$ cat src/rtl/slri_pkg.sv
// Package for the sorted list insert/remove block.
// Holds the transaction structs, status and request codes, and the cell interface types.
// No dependencies.
package slri_pkg;

  // Request kinds carried in the input transaction
  typedef enum logic {
    REQ_INSERT = 1'b0,
    REQ_REMOVE = 1'b1
  } req_type_e;

  // Result status codes
  typedef enum logic [1:0] {
    ST_OK        = 2'd0,
    ST_FULL      = 2'd1,
    ST_NOT_FOUND = 2'd2
  } status_e;

  // Sequencer states
  typedef enum logic [1:0] {
    S_IDLE  = 2'd0,
    S_CMP   = 2'd1,
    S_APPLY = 2'd2
  } state_e;

  // Input transaction
  typedef struct packed {
    req_type_e          req_type;
    logic signed [31:0] value;
  } req_t;

  // Output transaction
  typedef struct packed {
    status_e    status;
    logic [4:0] entry_count;
  } rsp_t;

  // Broadcast command from the sequencer to every cell
  typedef struct packed {
    logic               cmp_en;  // latch compare flags against value
    logic               ins_en;  // perform insert shift (list not full)
    logic               rem_en;  // perform remove shift (match found)
    logic signed [31:0] value;
  } cmd_t;

  // What a cell shows its neighbors and the sequencer
  typedef struct packed {
    logic               gt_occ;  // occupied and entry > value
    logic               eq_occ;  // occupied and entry == value
    logic signed [31:0] entry;
  } cell_out_t;

endpackage

$ cat src/rtl/sorted_list_insert_remove.sv
// Sorted list top level: sequencer, fill count, result register, chain of cells.
// An accepted request passes the compare state, then the apply state, which waits while the
// output is stalled; the result is then registered. No new request is taken until then.
// A new request is taken while the previous result still waits at the output.
// Reset: asynchronous, active low; clears the fill count, sequencer and output valid.
// List entries are not cleared; only positions below the fill count are ever used.
module sorted_list_insert_remove #(
  parameter int DEPTH = 16
) (
  input  logic           clk_i,
  input  logic           rst_ni,
  input  logic           in_valid_i,
  output logic           in_stall_o,
  input  slri_pkg::req_t in_req_i,
  output logic           out_valid_o,
  input  logic           out_stall_i,
  output slri_pkg::rsp_t out_rsp_o
);
  import slri_pkg::*;

  localparam int CntW = $clog2(DEPTH + 1);

  state_e          state_q, state_d;
  req_t            req_q;
  logic [CntW-1:0] count_q, count_d;
  logic            out_valid_q;
  rsp_t            rsp_q;
  logic            in_acc, apply_go, full, found;
  cmd_t            cmd;
  cell_out_t       cells [DEPTH];
  logic [DEPTH-1:0] eq_vec;
  logic [CntW+4:0] count_ext;
  status_e         status;

  assign in_acc   = in_valid_i && !in_stall_o;
  assign apply_go = (state_q == S_APPLY) && (!out_valid_q || !out_stall_i);
  assign full     = count_q == CntW'(DEPTH);

  // Any occupied cell matching the value
  always_comb begin
    for (int i = 0; i < DEPTH; i++) begin
      eq_vec[i] = cells[i].eq_occ;
    end
  end
  assign found = |eq_vec;

  // Next state
  always_comb begin
    state_d = state_q;
    case (state_q)
      S_IDLE:  if (in_acc) state_d = S_CMP;
      S_CMP:   state_d = S_APPLY;
      S_APPLY: if (apply_go) state_d = S_IDLE;
      default: state_d = S_IDLE;
    endcase
  end

  // Sequencer outputs
  always_comb begin
    in_stall_o = 1'b1;
    cmd.cmp_en = 1'b0;
    cmd.ins_en = 1'b0;
    cmd.rem_en = 1'b0;
    cmd.value  = req_q.value;
    case (state_q)
      S_IDLE:  in_stall_o = 1'b0;
      S_CMP:   cmd.cmp_en = 1'b1;
      S_APPLY: begin
        cmd.ins_en = apply_go && (req_q.req_type == REQ_INSERT) && !full;
        cmd.rem_en = apply_go && (req_q.req_type == REQ_REMOVE) && found;
      end
      default: in_stall_o = 1'b1;
    endcase
  end

  always_ff @(posedge clk_i or negedge rst_ni) begin
    if (!rst_ni) begin
      state_q <= S_IDLE;
    end else begin
      state_q <= state_d;
    end
  end

  // Request register
  always_ff @(posedge clk_i) begin
    if (in_acc) begin
      req_q <= in_req_i;
    end
  end

  // Fill count
  always_comb begin
    count_d = count_q;
    if (cmd.ins_en) begin
      count_d = count_q + CntW'(1);
    end else if (cmd.rem_en) begin
      count_d = count_q - CntW'(1);
    end
  end

  always_ff @(posedge clk_i or negedge rst_ni) begin
    if (!rst_ni) begin
      count_q <= '0;
    end else begin
      count_q <= count_d;
    end
  end

  // Result status
  always_comb begin
    status = ST_OK;
    if (req_q.req_type == REQ_INSERT) begin
      if (full) status = ST_FULL;
    end else begin
      if (!found) status = ST_NOT_FOUND;
    end
  end

  assign count_ext = {5'b0, count_d};

  // Output register
  always_ff @(posedge clk_i or negedge rst_ni) begin
    if (!rst_ni) begin
      out_valid_q <= 1'b0;
    end else if (apply_go) begin
      out_valid_q <= 1'b1;
    end else if (!out_stall_i) begin
      out_valid_q <= 1'b0;
    end
  end

  always_ff @(posedge clk_i) begin
    if (apply_go) begin
      rsp_q.status      <= status;
      rsp_q.entry_count <= count_ext[4:0];
    end
  end

  assign out_valid_o = out_valid_q;
  assign out_rsp_o   = rsp_q;

  // Chain of cells
  for (genvar g = 0; g < DEPTH; g++) begin : g_cell
    cell_out_t left_c, right_c;
    if (g == 0) begin : g_first
      assign left_c = '0;
    end else begin : g_mid_l
      assign left_c = cells[g-1];
    end
    if (g == DEPTH - 1) begin : g_last
      assign right_c = cells[g];
    end else begin : g_mid_r
      assign right_c = cells[g+1];
    end
    slri_cell #(
      .DEPTH (DEPTH),
      .INDEX (g)
    ) u_cell (
      .clk_i   (clk_i),
      .cmd_i   (cmd),
      .count_i (count_q),
      .left_i  (left_c),
      .right_i (right_c),
      .cell_o  (cells[g])
    );
  end

`ifndef NO_ASSERTIONS
  // Fill count never exceeds the list depth
  a_count_range: assert property (@(posedge clk_i) disable iff (!rst_ni)
    count_q <= CntW'(DEPTH))
    else $error("fill count above depth");

  // An accepted request always moves to the compare cycle
  a_acc_cmp: assert property (@(posedge clk_i) disable iff (!rst_ni)
    in_acc |=> state_q == S_CMP)
    else $error("accepted request did not enter compare");

  // Applying a request always presents a result
  a_apply_out: assert property (@(posedge clk_i) disable iff (!rst_ni)
    apply_go |=> out_valid_q)
    else $error("apply without result");

  // A successful insert grows the count by one
  a_ins_count: assert property (@(posedge clk_i) disable iff (!rst_ni)
    cmd.ins_en |=> count_q == $past(count_q) + CntW'(1))
    else $error("insert did not increment count");

  // Shifts only happen in the apply cycle, never both at once
  a_one_shift: assert property (@(posedge clk_i) disable iff (!rst_ni)
    (cmd.ins_en || cmd.rem_en) |-> (apply_go && !(cmd.ins_en && cmd.rem_en)))
    else $error("shift outside apply");
`endif

endmodule

$ cat src/rtl/slri_cell.sv
// One storage cell of the sorted list chain.
// Holds one entry plus compare flags; shifts with its neighbors on insert/remove.
// Depends on slri_pkg.
module slri_cell #(
  parameter int DEPTH = 16,
  parameter int INDEX = 0,
  localparam int CntW = $clog2(DEPTH + 1)
) (
  input  logic                  clk_i,
  input  slri_pkg::cmd_t        cmd_i,
  input  logic [CntW-1:0]       count_i,
  input  slri_pkg::cell_out_t   left_i,
  input  slri_pkg::cell_out_t   right_i,
  output slri_pkg::cell_out_t   cell_o
);
  import slri_pkg::*;

  localparam logic [CntW-1:0] Idx = CntW'(INDEX);

  logic signed [31:0] entry_q, entry_d;
  logic               gt_q, eq_q;
  logic               occ, at_end;

  // Position relative to the fill level
  assign occ    = Idx < count_i;
  assign at_end = Idx == count_i;

  // Compare flags, taken in the compare cycle
  always_ff @(posedge clk_i) begin
    if (cmd_i.cmp_en) begin
      gt_q <= entry_q > cmd_i.value;
      eq_q <= entry_q == cmd_i.value;
    end
  end

  // Shift decision: insert pulls from the left, remove pulls from the right
  always_comb begin
    entry_d = entry_q;
    if (cmd_i.ins_en && ((occ && gt_q) || at_end)) begin
      entry_d = left_i.gt_occ ? left_i.entry : cmd_i.value;
    end else if (cmd_i.rem_en && occ && (gt_q || eq_q)) begin
      entry_d = right_i.entry;
    end
  end

  always_ff @(posedge clk_i) begin
    entry_q <= entry_d;
  end

  assign cell_o.gt_occ = occ && gt_q;
  assign cell_o.eq_occ = occ && eq_q;
  assign cell_o.entry  = entry_q;

endmodule

$ cat config.mk
export PLATFORM = sky130hd
export DESIGN_NAME = sorted_list_insert_remove
export DESIGN_NICKNAME = d
export VERILOG_FILES = /design/src/rtl/slri_pkg.sv /design/src/rtl/sorted_list_insert_remove.sv /design/src/rtl/slri_cell.sv
export SDC_FILE = /design/constraint.sdc
export NUM_CORES = 2
export LEC_CHECK = 0
export ABC_CLOCK_PERIOD_IN_PS = 4400
export BUFFER_PORTS_ARGS = -buffer_cell sky130_fd_sc_hd__buf_2
export CORE_MARGIN = 3
export CORE_UTILIZATION = 40
export DETAILED_ROUTE_END_ITERATION = 7
export PLACE_DENSITY = 0.58
export SYNTH_ARGS = -nofsm -noshare
export SYNTH_HDL_FRONTEND = slang
export SYNTH_HIERARCHICAL = 1
export SYNTH_SLANG_ARGS = --single-unit
$ cat constraint.sdc
create_clock -name clk_i -period 4.4 [get_ports clk_i]
set_input_delay 0.44 -clock clk_i [delete_from_list [all_inputs] [get_ports clk_i]]
set_output_delay 0.44 -clock clk_i [all_outputs]
set_load 0.01 [all_outputs]
# --- Word level (Yosys, flattened, before mapping) ---
# Index checks and enable logic that the tools add are counted.
word_totals:
  reg_bits: 592
  latch_bits: 0
  ramBits: 0
  rom_bits: 0
  input_bits: 37
  out_inout_bits: 9
  wordCells: 323
  mem_count: 0
op_classes:
  add_sub_neg: 2
  n_mul: 0
  div_mod_pow: 0
  magnitude_cmp: 32
  eq_ne: 37
  shifts: 0
  muxes: 58
  n_bitwise: 1
  reduce_logical: 138
op_table:
  columns: ["op", "n"]
  rows:
  - ["2-to-1 mux 32 bit", 45]
  - ["== test 32 bit", 16]
  - ["> comparator 32 bit", 16]
  - ["logical AND 1 bit", 84]
  - ["== test 4 x 5 -> 1 bit, first input constant", 8]
  - ["< comparator 4 x 5 -> 1 bit, first input constant", 8]
  - ["logical OR 1 bit", 32]
  - ["nonzero test 2 bit", 15]
  - ["== test 3 x 5 -> 1 bit, first input constant", 4]
  - ["< comparator 3 x 5 -> 1 bit, first input constant", 4]
  - ["OR reduction 16 bit", 1]
  - ["== test 2 x 5 -> 1 bit, first input constant", 2]
  - ["< comparator 1 x 5 -> 1 bit, first input constant", 2]
  - ["< comparator 2 x 5 -> 1 bit, first input constant", 2]
  - ["2-to-1 mux 2 bit", 5]
  - ["2-to-1 mux 5 bit", 2]
  - ["case mux 2 bit (3 select lines)", 1]
  - ["adder 5 x 1 -> 5 bit, second input constant", 1]
  - ["== test 1 x 5 -> 1 bit, first input constant", 1]
  - ["== test 5 bit, second input constant", 1]
  - ["zero test 5 bit", 1]
  - ["2-to-1 mux 1 bit", 5]
  - ["subtractor 5 x 1 -> 5 bit, second input constant", 1]
  - ["!= test 2 bit, second input constant", 2]
  - ["7 further kinds", 9]

# --- Longest topological paths before layout ---
logic_depth:
  ltp_word: 10
  depth_mapped: 11
  mapped_depth_nobuf: 8

# --- Cells and area by module ---
# Netlist, hierarchy kept.
by_module_without_submodules:
  columns: ["mod", "n_inst", "cells_per_inst", "area_each_um2", "seq_area_each_um2"]
  rows:
  - ["slri_cell (g_cell[3].u_cell)", 1, 265, 2762.6, 1021.0]
  - ["slri_cell (g_cell[13].u_cell)", 1, 269, 2665.1, 1021.0]
  - ["slri_cell (g_cell[0].u_cell)", 1, 263, 2600.0, 1021.0]
  - ["slri_cell (g_cell[9].u_cell)", 1, 267, 2585.0, 1021.0]
  - ["slri_cell (g_cell[14].u_cell)", 1, 266, 2581.2, 1021.0]
  - ["slri_cell (g_cell[1].u_cell)", 1, 262, 2578.7, 1021.0]
  - ["slri_cell (g_cell[5].u_cell)", 1, 264, 2575.0, 1021.0]
  - ["slri_cell (g_cell[4].u_cell)", 1, 265, 2568.7, 1021.0]
  - ["slri_cell (g_cell[10].u_cell)", 1, 266, 2563.7, 1021.0]
  - ["slri_cell (g_cell[2].u_cell)", 1, 263, 2562.5, 1021.0]
  - ["slri_cell (g_cell[12].u_cell)", 1, 264, 2561.2, 1021.0]
  - ["slri_cell (g_cell[8].u_cell)", 1, 263, 2556.2, 1021.0]
  - ["slri_cell (g_cell[7].u_cell)", 1, 262, 2551.2, 1021.0]
  - ["slri_cell (g_cell[11].u_cell)", 1, 264, 2549.9, 1021.0]
  - ["+3 rows", null, null, null, null]

# --- Worst setup path before layout ---
# OpenSTA, ideal clock, no wires.
synth_path:
  kind: "register to register"
  from: "register count_q[4]"
  to: "register g_cell[13].u_cell.entry_q[0] (enable)"
  setup_time_ps: 466
  arrival_time_ps: 4356
  t_required_ps: 3934
  slack_ps: -422
  path_stages_with_launch: 9
  n_path_buf: 0
  synth_period_minus_slack_ps: 4822
  path_cell_list: "dfrtp_1 -> or3_1 -> a21oi_1 -> nor2b_1 -> nor4_2 -> nand4_2 -> and2_4 -> o21ai_0 -> o21ai_0"
synth_lines:
  columns: ["item", "line", "rtl"]
  rows:
  - ["start: declaration", "sorted_list_insert_remove.sv:25", "logic [CntW-1:0] count_q, count_d;"]
  - ["start signal: assignment", "sorted_list_insert_remove.sv:105", "count_q <= count_d;"]
  - ["end signal: assignment", "slri_cell.sv:47", "entry_q <= entry_d;"]
  - ["end: declaration", "slri_cell.sv:20", "logic signed [31:0] entry_q, entry_d;"]

# --- Worst setup path after layout ---
layout_path:
  from: "register req_q (netlist bit cmd[7])"
  to: "register g_cell[11].u_cell.gt_q, data pin"
layout_via:
  elab_chain_cells: 1
layout_rtl:
  columns: ["item", "line", "rtl"]
  rows:
  - ["start: declaration", "sorted_list_insert_remove.sv:24", "req_t req_q;"]
  - ["start signal: assignment", "sorted_list_insert_remove.sv:87", "req_q <= in_req_i;"]
  - ["> comparator 32 bit", "slri_cell.sv:31", "gt_q <= entry_q > cmd_i.value;"]
  - ["end signal: assignment", "slri_cell.sv:31", null]
  - ["end: declaration", "slri_cell.sv:21", "logic gt_q, eq_q;"]
# Every way passes these cells.
# A chain may end at the register's enable or synchronous reset.

==> out/summary.md <==
• 2 — Buffers & Inverters on Critical Path
• 7810 uW — net switching power of the design
• 3 — Longest Clk Path Bufs
• 451 nW/um^2 — total power density per cell area
• 0 — remaining antenna violation count after routing
• no — unrepaired setup endpoints after global routing
• 1 — antenna violations before repair
• 114 mm — Total Routed Length
• 0 — count of final setup violators
• 0 — number of instances resized during post-cts repair
• 0.0222 uW — leakage power
• 32292 — number of global-route vias before repair
• 27.1% — relative contribution of the clock network to total power
• 48100 um^2 — post-layout instance area
• 20.0% — total global-route track usage
• 24 — maximum fanout along the worst path
• 85.4 mm — half-perimeter wire length after detailed placement
• sky130_fd_sc_hd__clkbuf_16 — library cell used as clock root buffer
• 4.77 ns — data required time at the worst endpoint
• 0 — max-slew violation count
• 0 ns — Total Neg Setup Slack
• 4329 — cell count after synthesis
• 1.35% — Async SR Flop Fraction
• 0.726 ns — post-route setup slack
• 335 um — DIE WIDTH
• sky130_fd_sc_hd__nor4_1 — Max stage delay cell, worst path
• 36.1% — switching portion of total power
• 1.36 ns — worst slew pin tran
• 86 — synth unique cells
• 0.836 — final RePlAce weighted congestion
• 32282 — total number of vias
• reg2reg — WS Path Type
• 9996 — number of fillers in the final layout
• 0 — DRC Markers
• sky130_fd_sc_hd__edfxtp_1 — most used flip-flop cell after synthesis
• 0.921 ns — worst slack after detailed placement
• 34.4% — logic gate share of total power
• 38.4% — sequential power share
• 4989 — number of nets at the end of the flow
• 66 — pin count of the biggest net entering global routing
• 592 — number of register bits inferred by synthesis
• 0 — Congestion Overflow GR
• 41.1% — portion of the post-synthesis area used by sequential elements
• flip-flop — endpoint class of the critical path
• 45 — number of port buffers
• simple AND/OR/NAND/NOR gates — Top Family by Delay on Critical Path
• 0 — number of endpoints with negative hold slack in the final report
• 2098 — first-iteration detailed-routing DRC count
• 19.4 um — DR WL/cell
• 40.7% — Initial Utilization
• 119 — number of standard-cell rows in the floorplan
• 180 mm — wire length of the first global-routing pass
• 272 MHz — achievable clock frequency
• 3 — level count of the clock H-tree
• in2reg — worst hold path class
• buf_4 -> inv_1 -> ha_1 -> nand2_1 -> nor4_1 -> o21ai_0 -> a31oi_2 -> or3_1 -> a21oi_2 — critical path, cell by cell
• 5.49 — average via count per standard cell
• 1.84% — Global Route met3 Usage
• 9.51% — proportion of layout cells with a drive suffix above 1
• 13900 uW — Int Power
• 255 uV — Max VDD drop
• met2 — most used routing layer in global routing
• 0.62 ns — Skew-Pair Late Insertion Delay
• 43200 um^2 — total standard cell area after synthesis
• completed — run status
• 584 — EDFF count, synth
• 4.05 ns — data arrival time at the worst-slack endpoint
• 0.0350 ns — Fin Clk Skew
• 0 — maximum capacitance violations
• 27.9% — global-route met1 utilization
• 9.98 um^2 — per-instance average area after synthesis
• 9.09% — Slew Limit Headroom
• 6 — first-pass iteration count of the detailed router
• 72 — cts bufs inserted
• 335 um — height of the chip
• 112000 um^2 — total die area
• 6 — warning count from the yosys run
• yes — clock tree from TritonCTS
• 46 — number of top-level pins
• 33.8% — GR Layer Usage met2
• 11.3% — Syn-to-layout area delta
• 83.5% — final cycle utilization of the critical path
• flip-flop — element type at the critical path start
• 3.67 ns — Tmin final
• 0.0597 ns — Hold Worst Slack
• 0.97 ns — biggest cell delay along the critical path
• 106000 um^2 — placeable core area
• 0.06 ns — clock transition at the register clock pins on the worst setup and hold paths after CTS
• 592 — Clock Sinks
• 45500 um^2 — post-place instance area
area by class of cell:
type / count / area [um^2] / area share [%]
multi-input combinational: 3057 / 23000 / 47.8
sequential: 592 / 17700 / 36.9
inverter: 536 / 2010 / 4.19
clock buffer: 87 / 1940 / 4.04
tap: 1391 / 1740 / 3.62
timing repair buffer: 179 / 1340 / 2.78
clock inverter: 41 / 329 / 0.685
antenna: 2 / 5.00 / 0.0104
power by group through the flow:
| stage | clock, uW | sequential (uW) | combinational, uW |
|---|---|---|---|
| after global routing | 6240 | 8430 | 8380 |
| after floorplan | 0 | 8370 | 5240 |
| after detailed placement | 0 | 8450 | 7410 |
| final | 5870 | 8330 | 7460 |
| after global placement | 0 | 8460 | 7230 |
| after CTS | 6020 | 8350 | 7460 |
worst paths after layout:
path / start / endpoint / slack, ns / cells after the start
worst max-delay path: cmd[7] / g_cell[11].u_cell/gt_q / 0.73 / 9
worst min-delay path: in_req_i[29] / cmd[29] / 0.06 / 1
worst max register to register: cmd[7] / g_cell[11].u_cell/gt_q / 0.73 / 9
worst min register to register: out_valid_o / out_valid_o / 0.55 / 2
max in group asynchronous: rst_ni / out_valid_o / 4.00 / 2
min in group asynchronous: rst_ni / count_q[4] / 0.21 / 2
cell usage after synthesis (12+ instances only):
cell type                  count  area, um^2
sky130_fd_sc_hd__a221o_1      14         140
sky130_fd_sc_hd__buf_1        23        86.3
sky130_fd_sc_hd__nand2_1     455        1710
sky130_fd_sc_hd__or3_1        19         119
sky130_fd_sc_hd__buf_2        56         280
sky130_fd_sc_hd__o211a_1      12         120
sky130_fd_sc_hd__nand2_2      14        87.6
sky130_fd_sc_hd__nand3_1      31         155
sky130_fd_sc_hd__ha_1        514        6430
sky130_fd_sc_hd__and4_1       19         166
sky130_fd_sc_hd__a21o_1       58         435
sky130_fd_sc_hd__mux2i_1     512        5120
sky130_fd_sc_hd__buf_6        14         158
sky130_fd_sc_hd__nand4_2      12         150
sky130_fd_sc_hd__o21ai_1      73         365
sky130_fd_sc_hd__nand2b_1     27         169
sky130_fd_sc_hd__clkbuf_1     74         278
sky130_fd_sc_hd__edfxtp_1    584       17500
sky130_fd_sc_hd__a221oi_1     34         298
sky130_fd_sc_hd__nand4_1      84         526
sky130_fd_sc_hd__o21ai_0     336        1680
sky130_fd_sc_hd__nor2_1      209         785
sky130_fd_sc_hd__o21ai_2      51         447
sky130_fd_sc_hd__inv_1       534        2000
sky130_fd_sc_hd__nor4_1       12        75.1
sky130_fd_sc_hd__nor2b_1      46         288
sky130_fd_sc_hd__a21oi_1     311        1560
kinds of logic after synthesis:
family          after synthesis  share of synthesized area [%]
simple gates               1011                           11.8
compound gates              983                           13.6
buf+inv                     712                           6.72
flops                       592                           41.1
fa+ha+maj                   514                           14.9
mux                         514                           11.9
xor+xnor                      2                         0.0406
other cells                   1                        0.00868
metrics by stage:
stage	total power, uW	util, %	std cells
global placement	15700	42.8	5723
CTS	21800	45.3	5883
finish	21700	45.3	5885
floorplan	13600	-	4361
detailed placement	15900	42.8	5723
global route	23100	45.3	5883
repair_timing:
action / in CTS / in global routing
setup endpoints to repair: 0 / 0
setup buffers: 0 / 0
hold buffers: 32 / 0
endpoints found under the hold margin: 39 / 0
placed cells by master, fill, tap and decap left out, types with 15 or more instances in the layout:
| cell | instances |
|---|---|
| sky130_fd_sc_hd__or3_1 | 19 |
| sky130_fd_sc_hd__inv_1 | 534 |
| sky130_fd_sc_hd__a21oi_1 | 311 |
| sky130_fd_sc_hd__o21ai_2 | 53 |
| sky130_fd_sc_hd__nand3_1 | 31 |
| sky130_fd_sc_hd__buf_4 | 100 |
| sky130_fd_sc_hd__nand2_1 | 455 |
| sky130_fd_sc_hd__clkbuf_16 | 74 |
| sky130_fd_sc_hd__nand2b_1 | 27 |
| sky130_fd_sc_hd__conb_1 | 33 |
| sky130_fd_sc_hd__buf_2 | 45 |
| sky130_fd_sc_hd__clkinv_1 | 18 |
| sky130_fd_sc_hd__edfxtp_1 | 584 |
| sky130_fd_sc_hd__a221oi_1 | 34 |
| sky130_fd_sc_hd__nor2b_1 | 32 |
| sky130_fd_sc_hd__o21ai_0 | 329 |
| sky130_fd_sc_hd__o21ai_1 | 71 |
| sky130_fd_sc_hd__nand4_1 | 84 |
| sky130_fd_sc_hd__dlygate4sd3_1 | 32 |
| sky130_fd_sc_hd__mux2i_1 | 512 |
| sky130_fd_sc_hd__a21o_1 | 58 |
| sky130_fd_sc_hd__and4_1 | 19 |
| sky130_fd_sc_hd__nor2b_4 | 15 |
| sky130_fd_sc_hd__nor2_1 | 207 |
| sky130_fd_sc_hd__ha_1 | 514 |
flip-flops by register name, indices dropped and copies added (netlist names):
register / cells
cmd: 32
count_q: 5
g_cell.u_cell/entry_q: 512
g_cell.u_cell/eq_q: 16
g_cell.u_cell/gt_q: 16
out_rsp_o: 7
out_valid_o: 1
req_q: 1
state_q: 2
metal layers:
layer,routed length [um],share of wire (%),vias to the layer above
met3,4600,4.0,119
met4,1760,1.5,0
met2,53800,47,580
met1,53900,47,15751
met5,0,0,-
li1,-,-,15832
Note: power is estimated with default switching activity, not from simulation.
